--- src/hw/rtl/utf8v_pkg.sv ---
`timescale 1ns / 1ps
// utf8v_pkg: types, byte masks and the byte classifier for the utf-8 validator
// no dependencies; used by utf8v_check and the top level

package utf8v_pkg;

    // byte masks and codes
    localparam logic [7:0] MASK_LEAD4 = 8'd248;
    localparam logic [7:0] CODE_LEAD4 = 8'd240;
    localparam logic [7:0] MASK_LEAD3 = 8'd240;
    localparam logic [7:0] CODE_LEAD3 = 8'd224;
    localparam logic [7:0] MASK_LEAD2 = 8'd224;
    localparam logic [7:0] CODE_LEAD2 = 8'd192;
    localparam logic [7:0] MASK_CONT  = 8'd192;
    localparam logic [7:0] CODE_CONT  = 8'd128;
    localparam logic [7:0] HIGH_BIT   = 8'd128;

    localparam int OWED_W = 2;

    typedef logic [OWED_W-1:0] t_owed;

    typedef enum logic [2:0] {
        KIND_ASCII,
        KIND_CONT,
        KIND_LEAD2,
        KIND_LEAD3,
        KIND_LEAD4,
        KIND_BAD
    } t_byte_kind;

    // one byte handed from the input register to the checker
    typedef struct packed {
        logic       step;
        logic       last;
        logic [7:0] data;
    } t_step;

    // checker state, also shown to the top level
    typedef struct packed {
        t_owed owed;
        logic  err;
    } t_chk_state;

    function automatic t_byte_kind classify(input logic [7:0] b);
        t_byte_kind k;
        if ((b & HIGH_BIT) == 8'd0) begin
            k = KIND_ASCII;
        end else if ((b & MASK_CONT) == CODE_CONT) begin
            k = KIND_CONT;
        end else if ((b & MASK_LEAD2) == CODE_LEAD2) begin
            k = KIND_LEAD2;
        end else if ((b & MASK_LEAD3) == CODE_LEAD3) begin
            k = KIND_LEAD3;
        end else if ((b & MASK_LEAD4) == CODE_LEAD4) begin
            k = KIND_LEAD4;
        end else begin
            k = KIND_BAD;
        end
        return k;
    endfunction

endpackage

--- src/hw/rtl/utf8v_if.sv ---
`timescale 1ns / 1ps
// utf8v_byte_if and utf8v_res_if: valid/ready channels of the validator
// depends on nothing but plain logic types

interface utf8v_byte_if;
    logic       valid;
    logic       ready;
    logic [7:0] data_byte;
    logic       last_byte;

    modport source (output valid, output data_byte, output last_byte, input ready);
    modport sink   (input valid, input data_byte, input last_byte, output ready);
endinterface

interface utf8v_res_if;
    logic valid;
    logic ready;
    logic valid_res;

    modport source (output valid, output valid_res, input ready);
    modport sink   (input valid, input valid_res, output ready);
endinterface

--- src/hw/rtl/utf8v_check.sv ---
`timescale 1ns / 1ps
// utf8v_check: owed count and sticky error state, next-state logic and verdict
// depends on utf8v_pkg

module utf8v_check (
    input  logic                  i_clk,
    input  logic                  i_rst_n,
    input  utf8v_pkg::t_step      i_step,
    output logic                  o_verdict,
    output utf8v_pkg::t_chk_state o_state
);

    utf8v_pkg::t_owed      r_owed, n_owed;
    logic                  r_err, n_err;
    utf8v_pkg::t_owed      upd_owed;
    logic                  upd_err;
    utf8v_pkg::t_byte_kind kind;

    assign kind = utf8v_pkg::classify(i_step.data);

    // state after this byte, before the end-of-string clear
    always_comb begin
        upd_owed = r_owed;
        upd_err  = r_err;
        if (!r_err) begin
            if (r_owed != '0) begin
                if (kind == utf8v_pkg::KIND_CONT) begin
                    upd_owed = r_owed - utf8v_pkg::t_owed'(1);
                end else begin
                    upd_err = 1'b1;
                end
            end else begin
                case (kind)
                    utf8v_pkg::KIND_ASCII: upd_owed = r_owed;
                    utf8v_pkg::KIND_LEAD2: upd_owed = utf8v_pkg::t_owed'(1);
                    utf8v_pkg::KIND_LEAD3: upd_owed = utf8v_pkg::t_owed'(2);
                    utf8v_pkg::KIND_LEAD4: upd_owed = utf8v_pkg::t_owed'(3);
                    default:               upd_err  = 1'b1;
                endcase
            end
        end
    end

    assign o_verdict = !upd_err && (upd_owed == '0);

    always_comb begin
        n_owed = r_owed;
        n_err  = r_err;
        if (i_step.step) begin
            if (i_step.last) begin
                n_owed = '0;
                n_err  = 1'b0;
            end else begin
                n_owed = upd_owed;
                n_err  = upd_err;
            end
        end
    end

    always_ff @(posedge i_clk) begin
        if (!i_rst_n) begin
            r_owed <= '0;
            r_err  <= 1'b0;
        end else begin
            r_owed <= n_owed;
            r_err  <= n_err;
        end
    end

    assign o_state.owed = r_owed;
    assign o_state.err  = r_err;

    // string end leaves a clean state for the next string
    a_clear_on_last: assert property (@(posedge i_clk) disable iff (!i_rst_n)
        i_step.step && i_step.last |=> r_owed == '0 && !r_err)
        else $error("state not cleared after last byte");

    // error is sticky inside a string
    a_err_sticky: assert property (@(posedge i_clk) disable iff (!i_rst_n)
        r_err && !(i_step.step && i_step.last) |=> r_err)
        else $error("error flag dropped inside a string");

    // a passing verdict never follows a seen error
    a_err_fails: assert property (@(posedge i_clk) disable iff (!i_rst_n)
        r_err |-> !o_verdict)
        else $error("valid verdict after error");

endmodule

--- src/hw/rtl/utf8_stream_validator.sv ---
`timescale 1ns / 1ps
// utf8_stream_validator: top level, input register, checker and result register
// depends on utf8v_pkg, utf8v_if.sv and utf8v_check
//
// usage:
//  - i_byte carries one string byte per item, last_byte marks the final byte
//  - o_res carries one verdict item per string, valid_res = 1 when the string
//    is well-formed utf-8 (overlongs, surrogates, > U+10FFFF not checked)
//  - an empty string has no bytes and must be handled outside this block
//  - throughput: one byte per cycle while o_res is not stalled, set by the single
//    registered pass from input register through checker to result register
//  - a verdict reaches o_res by way of the input register and then the result
//    register; a stalled o_res can hold the final byte in the input register
//  - a stalled o_res holds its verdict; non-final bytes keep flowing until a
//    second verdict would need the busy result register, then i_byte.ready
//    drops until o_res is taken
//  - reset (i_rst_n low, synchronous) empties both registers and clears the
//    owed count and the error flag; the first byte after reset starts a string

module utf8_stream_validator (
    input  logic              i_clk,
    input  logic              i_rst_n,
    utf8v_byte_if.sink        i_byte,
    utf8v_res_if.source       o_res
);

    // input register
    logic       r_s1_valid, n_s1_valid;
    logic [7:0] r_s1_data;
    logic       r_s1_last;

    // result register
    logic       r_out_valid, n_out_valid;
    logic       r_out_res;

    logic                  out_free;
    logic                  s1_fire;
    logic                  in_fire;
    logic                  verdict;
    utf8v_pkg::t_step      chk_step;
    utf8v_pkg::t_chk_state chk_state;

    // result slot can take a verdict this cycle
    assign out_free = !r_out_valid || o_res.ready;
    // non-final bytes never need the result slot
    assign s1_fire  = r_s1_valid && (!r_s1_last || out_free);
    assign i_byte.ready = !r_s1_valid || s1_fire;
    assign in_fire  = i_byte.valid && i_byte.ready;

    assign n_s1_valid  = in_fire || (r_s1_valid && !s1_fire);
    assign n_out_valid = (s1_fire && r_s1_last) || (r_out_valid && !o_res.ready);

    always_ff @(posedge i_clk) begin
        if (!i_rst_n) begin
            r_s1_valid  <= 1'b0;
            r_out_valid <= 1'b0;
        end else begin
            r_s1_valid  <= n_s1_valid;
            r_out_valid <= n_out_valid;
        end
    end

    // payload registers, no reset needed
    always_ff @(posedge i_clk) begin
        if (in_fire) begin
            r_s1_data <= i_byte.data_byte;
            r_s1_last <= i_byte.last_byte;
        end
        if (s1_fire && r_s1_last) begin
            r_out_res <= verdict;
        end
    end

    assign chk_step.step = s1_fire;
    assign chk_step.last = r_s1_last;
    assign chk_step.data = r_s1_data;

    utf8v_check u_check (
        .i_clk     (i_clk),
        .i_rst_n   (i_rst_n),
        .i_step    (chk_step),
        .o_verdict (verdict),
        .o_state   (chk_state)
    );

    assign o_res.valid     = r_out_valid;
    assign o_res.valid_res = r_out_res;

    // a final byte that leaves the input register always lands a verdict
    a_last_gives_result: assert property (@(posedge i_clk) disable iff (!i_rst_n)
        s1_fire && r_s1_last |=> r_out_valid)
        else $error("final byte produced no verdict");

    // a passing verdict only when the checker had no error at that byte
    a_pass_clean: assert property (@(posedge i_clk) disable iff (!i_rst_n)
        s1_fire && r_s1_last && verdict |-> !chk_state.err)
        else $error("passing verdict with error set");

    // a held final byte waits only on a stalled result slot
    a_stall_cause: assert property (@(posedge i_clk) disable iff (!i_rst_n)
        r_s1_valid && !s1_fire |-> r_s1_last && r_out_valid && !o_res.ready)
        else $error("input register stalled without cause");

endmodule
--- src/flat_wrapper.sv ---
// flat-port wrapper written by rule: the top's interface ports become plain ports
module utf8_stream_validator_flat 
  (i_clk, i_rst_n, i_byte_valid, i_byte_data_byte, i_byte_last_byte, i_byte_ready, o_res_valid, o_res_valid_res, o_res_ready);
  utf8v_byte_if i_byte_i ();
  utf8v_res_if o_res_i ();
  input  logic i_clk;
  input  logic i_rst_n;
  input wire logic [$bits(i_byte_i.valid)-1:0] i_byte_valid;
  input wire logic [$bits(i_byte_i.data_byte)-1:0] i_byte_data_byte;
  input wire logic [$bits(i_byte_i.last_byte)-1:0] i_byte_last_byte;
  output wire logic [$bits(i_byte_i.ready)-1:0] i_byte_ready;
  output wire logic [$bits(o_res_i.valid)-1:0] o_res_valid;
  output wire logic [$bits(o_res_i.valid_res)-1:0] o_res_valid_res;
  input wire logic [$bits(o_res_i.ready)-1:0] o_res_ready;
  assign i_byte_i.valid = i_byte_valid;
  assign i_byte_i.data_byte = i_byte_data_byte;
  assign i_byte_i.last_byte = i_byte_last_byte;
  assign i_byte_ready = i_byte_i.ready;
  assign o_res_valid = o_res_i.valid;
  assign o_res_valid_res = o_res_i.valid_res;
  assign o_res_i.ready = o_res_ready;
  utf8_stream_validator u_core (.i_clk(i_clk), .i_rst_n(i_rst_n), .i_byte(i_byte_i), .o_res(o_res_i));
endmodule
--- config.mk ---
export PLATFORM = sky130hd
export DESIGN_NAME = utf8_stream_validator_flat
export DESIGN_NICKNAME = d
export VERILOG_FILES = /design/src/hw/rtl/utf8v_pkg.sv /design/src/hw/rtl/utf8v_if.sv /design/src/hw/rtl/utf8v_check.sv /design/src/hw/rtl/utf8_stream_validator.sv /design/src/flat_wrapper.sv
export SDC_FILE = /design/constraint.sdc
export NUM_CORES = 1
export LEC_CHECK = 0
export ABC_AREA = 1
export BUFFER_PORTS_ARGS = -buffer_cell sky130_fd_sc_hd__buf_4
export CORE_MARGIN = 8
export CORE_UTILIZATION = 43
export DETAILED_ROUTE_END_ITERATION = 10
export PLACE_DENSITY = 0.77
export SLEW_MARGIN = 5
export SYNTH_ARGS = -nofsm -noshare
export SYNTH_HDL_FRONTEND = slang
export SYNTH_SLANG_ARGS = --single-unit
export TNS_END_PERCENT = 50
--- constraint.sdc ---
create_clock -name i_clk -period 1.4 [get_ports i_clk]
set_clock_uncertainty 0.2 [all_clocks]
set_input_delay 0.07 -clock i_clk [delete_from_list [all_inputs] [get_ports i_clk]]
set_output_delay 0.07 -clock i_clk [all_outputs]
set_load 0.02 [all_outputs]
==> flow_summary.toml, run 1 <==
[status]
status = "complete, but fails checks"
violations = "negative hold slack, negative setup slack"

[setup_path]
cp_slowest_cell = "edfxtp_1"
cp_top_family = "simple AND/OR/NAND/NOR gates"
startpoint_type = "flop"
crit_required_ps = 1240
worstPathBufferInverterCount = 1
crit_type = "flop to flop"
arrival_ps = 1410
crit_top_cell = "nand2_1"
crit_fanout = 2
crit_chain = "nand2_1 > nand2_1 > nand2_2 > nand3_2 > o21ai_1 > inv_1 > nand2_1 > nor2_1"
crit_path_end_kind = "flop"
slowest_delay_ps = 430

[worst_hold_path]
hp-class = "primary input to flop"

[detailed_routing]
dr.pass1.iters = 4
wl_per_cell_um = 15.9
vias = 637
drtIter0Drc = 48
avgViaCountPerCell = 5.22
detail-route-antenna-nets = 0
drt-total-wl_mm = 1.94
drc = 0

[global_route]
antenna_found_initial = 0
grt_usage = 0.124
grt_max_degree = 8
grt_pass1_vias = 625
grt_pass1_wl_mm = 2.63
grt.overflow.total = 0

[synthesis]
yosys.area.top_type_share = 0.356
synth.cell_area_um2 = 591
syn-num-nets = 88
yosys.area.top_type = "edfxtp_1"
ys_warn_count = 0
avgSynthCellArea_um2 = 7.98
yosys-top-cells-area = "edfxtp_1, dfxtp_1, nand2_1"
syn_inst = 74
ys_ff_latch = 12
synth_cell_types = 16
ys_seq_area_frac = 0.525

[placed_design]
portBuffers = 12
place_ws_ps = -148
dpl_cell_area_um2 = 758
place_congestion = 0.788
hpwl_um = 851

[finish]
final_area_um2 = 953
n_fill_cell = 81
num-nets-final = 122
multi_input_area_um2 = 294
post_route_cells_drive_above_1_share = 0.477
regArea_um2 = 314
syn_to_final_growth_pct = 61.4
diodes = 0
post-route-util = 0.742

[floorplanning]
dieArea_um2 = 2820
die_w_um = 53.1
fp.dieH_um = 53.1
rows = 13
io_pins = 16
core_area_um2 = 1280
start_util = 0.460

[pwr]
p_leak_nw = 0.438
peakVddDrop_uv = 685
power_density_nw_per_um2 = 837
p_total_w = 0.000798

[clocking]
cts_max_path_buffers = 2
insertion_delay_ps = 270
h-tree-depth = 1
clock_sinks = 12
numCtsBuffers = 3
cts_hold_buf = 8
cts_tree = "yes"
path_clk_slew_ps = 80
root_buffer = "clkbuf_4"

[run]
drv_cap = 0

[sta]
max_slew_margin = 0.844
fin_crit_sh = 1.12
worst_slack_ps = -171
hold_viol_final = 1
fin_crit_ps = 1570
worst_slew_pin_slew_ps = 234
slew_viol_final = 0
rsz0062_at_grt = "true"
max_clock_freq_mhz = 637
worst_hold_slack_ps = -52.4
fin_setup_tns_ps = -450
finalSetupViolations = 4
power breakdown:
group / internal, W / switching (W)
combinational: 0.0000794 / 0.0000844
clock: 0.000103 / 0.000124
sequential: 0.000393 / 0.0000140
total: 0.000575 / 0.000223
repair_timing:
action / CTS / global route
gates resized for setup: 7 / 12
pin swaps: 4 / 1
endpoints found under the setup margin: 4 / 13
cloned: 0 / 0
endpoints found under the hold margin: 11 / 1
setup buffers: 0 / 4
layout make-up:
class,instances,area share
Multi-Input combinational cell,47,0.308
Tap cell,15,0.0197
Sequential cell,12,0.329
Timing Repair Buffer,29,0.253
Clock buffer,3,0.0236
Inverter,15,0.0617
Clock inverter,1,0.00394
per-stage QoR:
step | hold slack [ps] | std cells
final | -52.4 | 122
after global placement | 48.2 | 106
after floorplan | -31.1 | 74
after CTS | -69.5 | 118
after global routing | -43.7 | 122
after detailed placement | 49.3 | 106
layer usage:
layer,global-route usage,part of all wire
met4,0.0294,0.030
met3,0.0392,0.084
met5,0,0
met1,0.123,0.36
met2,0.240,0.52
worst paths after layout:
check | from | end | slack [ps] | cells past startpoint
min | o_res_ready | u_core.r_s1_valid$_SDFF_PN0_ | -50 | 4
max reg2reg | u_core.r_s1_data[4]$_DFFE_PP_ | u_core.o_res.valid_res$_DFFE_PP_ | -170 | 8
max | u_core.r_s1_data[4]$_DFFE_PP_ | u_core.o_res.valid_res$_DFFE_PP_ | -170 | 8
min reg2reg | u_core.r_s1_valid$_SDFF_PN0_ | u_core.r_s1_valid$_SDFF_PN0_ | 410 | 2
cells in the mapped netlist:
master and count:
ha_1 1, o22ai_1 1, nor2_1 6, o21ai_0 3
nand3_1 6, edfxtp_1 7, a21oi_2 1, inv_1 12
a21oi_1 3, dfxtp_1 5, nor2_4 1, nand2_1 21
inv_2 3, nor3_1 1, or2_0 1, nand2_2 2
flip-flops by register name (all words and copies together) (netlist names):
name and count:
u_core.o_res.valid 1, u_core.o_res.valid_res 1, u_core.r_s1_data 5, u_core.r_s1_last 1, u_core.r_s1_valid 1, u_core.u_check.r_err 1
u_core.u_check.r_owed 2
cell families (layout without fill, tap and decap cells):
family,Yosys count,count (layout),share of synthesized area
simple gates,38,38,0.282
buf+inv,15,48,0.0953
flops,12,12,0.525
compound gates,8,8,0.0763
fa+ha+maj,1,1,0.0212
placed cells by master (no fill, tap or decap), types with 3 or more instances in the layout:
| master | netlist | final |
|---|---|---|
| a21oi_2 | 1 | 3 |
| inv_1 | 12 | 7 |
| clkbuf_4 | 0 | 3 |
| dlygate4sd3_1 | 0 | 8 |
| buf_4 | 0 | 20 |
| nor2_1 | 6 | 4 |
| edfxtp_1 | 7 | 7 |
| nand2_2 | 2 | 5 |
| dfxtp_2 | 0 | 3 |
| nand2_1 | 21 | 18 |
| inv_2 | 3 | 7 |
| nand3_1 | 6 | 4 |
worst reg2reg max path, stage by stage (launching register included):
cell and delay [ps]:
edfxtp_1 430, nand2_1 120, nand2_1 90, nand2_2 90
nand3_2 70, o21ai_1 150, inv_1 80, nand2_1 70
nor2_1 40
Note: power is estimated with default switching activity, not from simulation.
==> run 2: changes to the inputs <==
--- a/config.mk
+++ b/config.mk
@@ -7,10 +7,13 @@
 export LEC_CHECK = 0
 export ABC_AREA = 1
 export BUFFER_PORTS_ARGS = -buffer_cell sky130_fd_sc_hd__buf_4
+export CELL_PAD_IN_SITES_DETAIL_PLACEMENT = 1
+export CELL_PAD_IN_SITES_GLOBAL_PLACEMENT = 2
 export CORE_MARGIN = 8
-export CORE_UTILIZATION = 43
+export CORE_UTILIZATION = 24
 export DETAILED_ROUTE_END_ITERATION = 10
-export PLACE_DENSITY = 0.77
+export PLACE_DENSITY = 0.76
+export REMOVE_ABC_BUFFERS = 1
 export SLEW_MARGIN = 5
 export SYNTH_ARGS = -nofsm -noshare
 export SYNTH_HDL_FRONTEND = slang
==> run 2 against run 1 <==
The flow still finishes with violations (negative hold slack, negative setup slack). Clock power shrank 2%. Core utilization decreased by 33 points. Flip-flop and latch count is the same. Global-route usage fell by 4.2 points. Sequential power about the same. Critical endpoint unchanged. Final area increased by 3.5%. Non-clock buffer count is 4 higher.
==> flow_summary.toml, run 2 (synthesis results as in run 1) <==
[global_route]
grt_usage = 0.0825
grt_pass1_vias = 684
grt_pass1_wl_mm = 2.75
grt.overflow.total = 0
antenna_found_initial = 0
grt_max_degree = 8

[setup_path]
slowest_delay_ps = 410
crit_required_ps = 1240
crit_path_end_kind = "flop"
startpoint_type = "flop"
cp_slowest_cell = "edfxtp_1"
worstPathBufferInverterCount = 1
cp_top_family = "simple AND/OR/NAND/NOR gates"
crit_fanout = 2
crit_type = "flop to flop"
crit_chain = "buf_6 > nor2_4 > nand2_2 > or2_0 > nand2_1 > nand2_1 > nand2_2 > nor2_1"
arrival_ps = 1440

[clocking]
insertion_delay_ps = 270
path_clk_slew_ps = 70
numCtsBuffers = 3
cts_tree = "yes"
clock_sinks = 12
root_buffer = "clkbuf_4"
cts_max_path_buffers = 2
h-tree-depth = 1
cts_hold_buf = 8

[floorplanning]
die_w_um = 65.6
dieArea_um2 = 4300
fp.dieH_um = 65.6
core_area_um2 = 2410
rows = 18
io_pins = 16
start_util = 0.245

[pwr]
p_leak_nw = 0.450
power_density_nw_per_um2 = 803
peakVddDrop_uv = 580
p_total_w = 0.000793

[finish]
num-nets-final = 126
regMostFlops = "u_core.r_s1_data"
n_fill_cell = 285
largest_reg_flops = 5
post_route_cells_drive_above_1_share = 0.486
syn_to_final_growth_pct = 67.2
post-route-util = 0.410
final_cell_mix = "buf_4, nand2_1, inv_1, dlygate4sd3_1, edfxtp_1"
reg_top3 = "u_core.r_s1_data: 5 flops, u_core.u_check.r_owed: 2 flops"
diodes = 0
final_common_cell = "buf_4"

[sta]
fin_crit_sh = 1.15
fin_crit_ps = 1600
max_clock_freq_mhz = 623
worst_hold_slack_ps = -44.8
hold_viol_final = 2
max_slew_margin = 0.852
fin_setup_tns_ps = -623
rsz0062_at_grt = "true"
worst_slew_pin_slew_ps = 222
worst_slack_ps = -204
slew_viol_final = 0
finalSetupViolations = 4

[detailed_routing]
drc = 0
detail-route-antenna-nets = 0
avgViaCountPerCell = 4.25
vias = 599
dr.pass1.iters = 4
drt-total-wl_mm = 1.51
wl_per_cell_um = 10.7
drtIter0Drc = 6

[placed_design]
portBuffers = 12
place_congestion = 0.725
hpwl_mm = 1.11

[run]
drv_cap = 0

[worst_hold_path]
hp-class = "primary input to flop"

[status]
status = "complete, but fails checks"
violations = "negative hold slack, negative setup slack"
run 2: cell types whose count changed in the layout (fill, tap and decap cells not counted), moves of 2 or more:
cell,before,now
buf_4,20,24
inv_1,7,9
nor2_1,4,2
nor2_2,1,3
run 2: layer usage:
metal,GRT usage,wire length (µm),vias to the layer above
li1,-,-,308
met1,0.0800,636,275
met2,0.146,794,12
met3,0.0255,48,4
met4,0.0572,29,0
met5,0,0,-
run 2: worst min-delay path, delay by kind of cell:
family          cells  cell delay (ps)
simple gates        1               40
compound gates      1              150
buf+inv             2              130
run 2: what timing repair did:
action / in CTS / in global routing
resized for setup: 15 / 8
hold endpoints to repair: 11 / 1
endpoints found under the setup margin: 5 / 6
setup buffers: 0 / 1
pin swaps: 8 / 7
cloned: 0 / 0
run 2: where the power goes:
part           internal [W]  switching, W
Clock              0.000110      0.000113
Sequential         0.000393     0.0000112
Combinational     0.0000907     0.0000753
Total              0.000594      0.000199
run 2: layout make-up:
class / count / area [µm²] / share of cell area
clock buffers: 4 / 26.3 / 0.0266
inverters: 15 / 56.3 / 0.0570
multi-input cells: 47 / 282 / 0.285
flip-flops and latches: 12 / 314 / 0.318
well taps: 30 / 37.5 / 0.0380
repair buffers: 33 / 272 / 0.275
run 2: path summary, 6_finish.rpt:
check / startpoint / to / slack [ps] / cells after the start
setup / recovery: u_core.r_s1_data[6]$_DFFE_PP_ / u_core.o_res.valid_res$_DFFE_PP_ / -200 / 8
hold / removal: o_res_ready / u_core.o_res.valid$_SDFF_PN0_ / -40 / 4
setup reg to reg: u_core.r_s1_data[6]$_DFFE_PP_ / u_core.o_res.valid_res$_DFFE_PP_ / -200 / 8
hold reg to reg: u_core.u_check.r_owed[0]$_SDFFE_PN0P_ / u_core.u_check.r_owed[0]$_SDFFE_PN0P_ / 310 / 2
run 2: stage by stage:
step	instance area, µm²	setup slack, ps	std cells
after floorplan	591	-161	74
after global placement	808	-226	128
after detailed placement	808	-242	128
after CTS	952	-130	140
after global routing	987	-303	141
final	987	-204	141
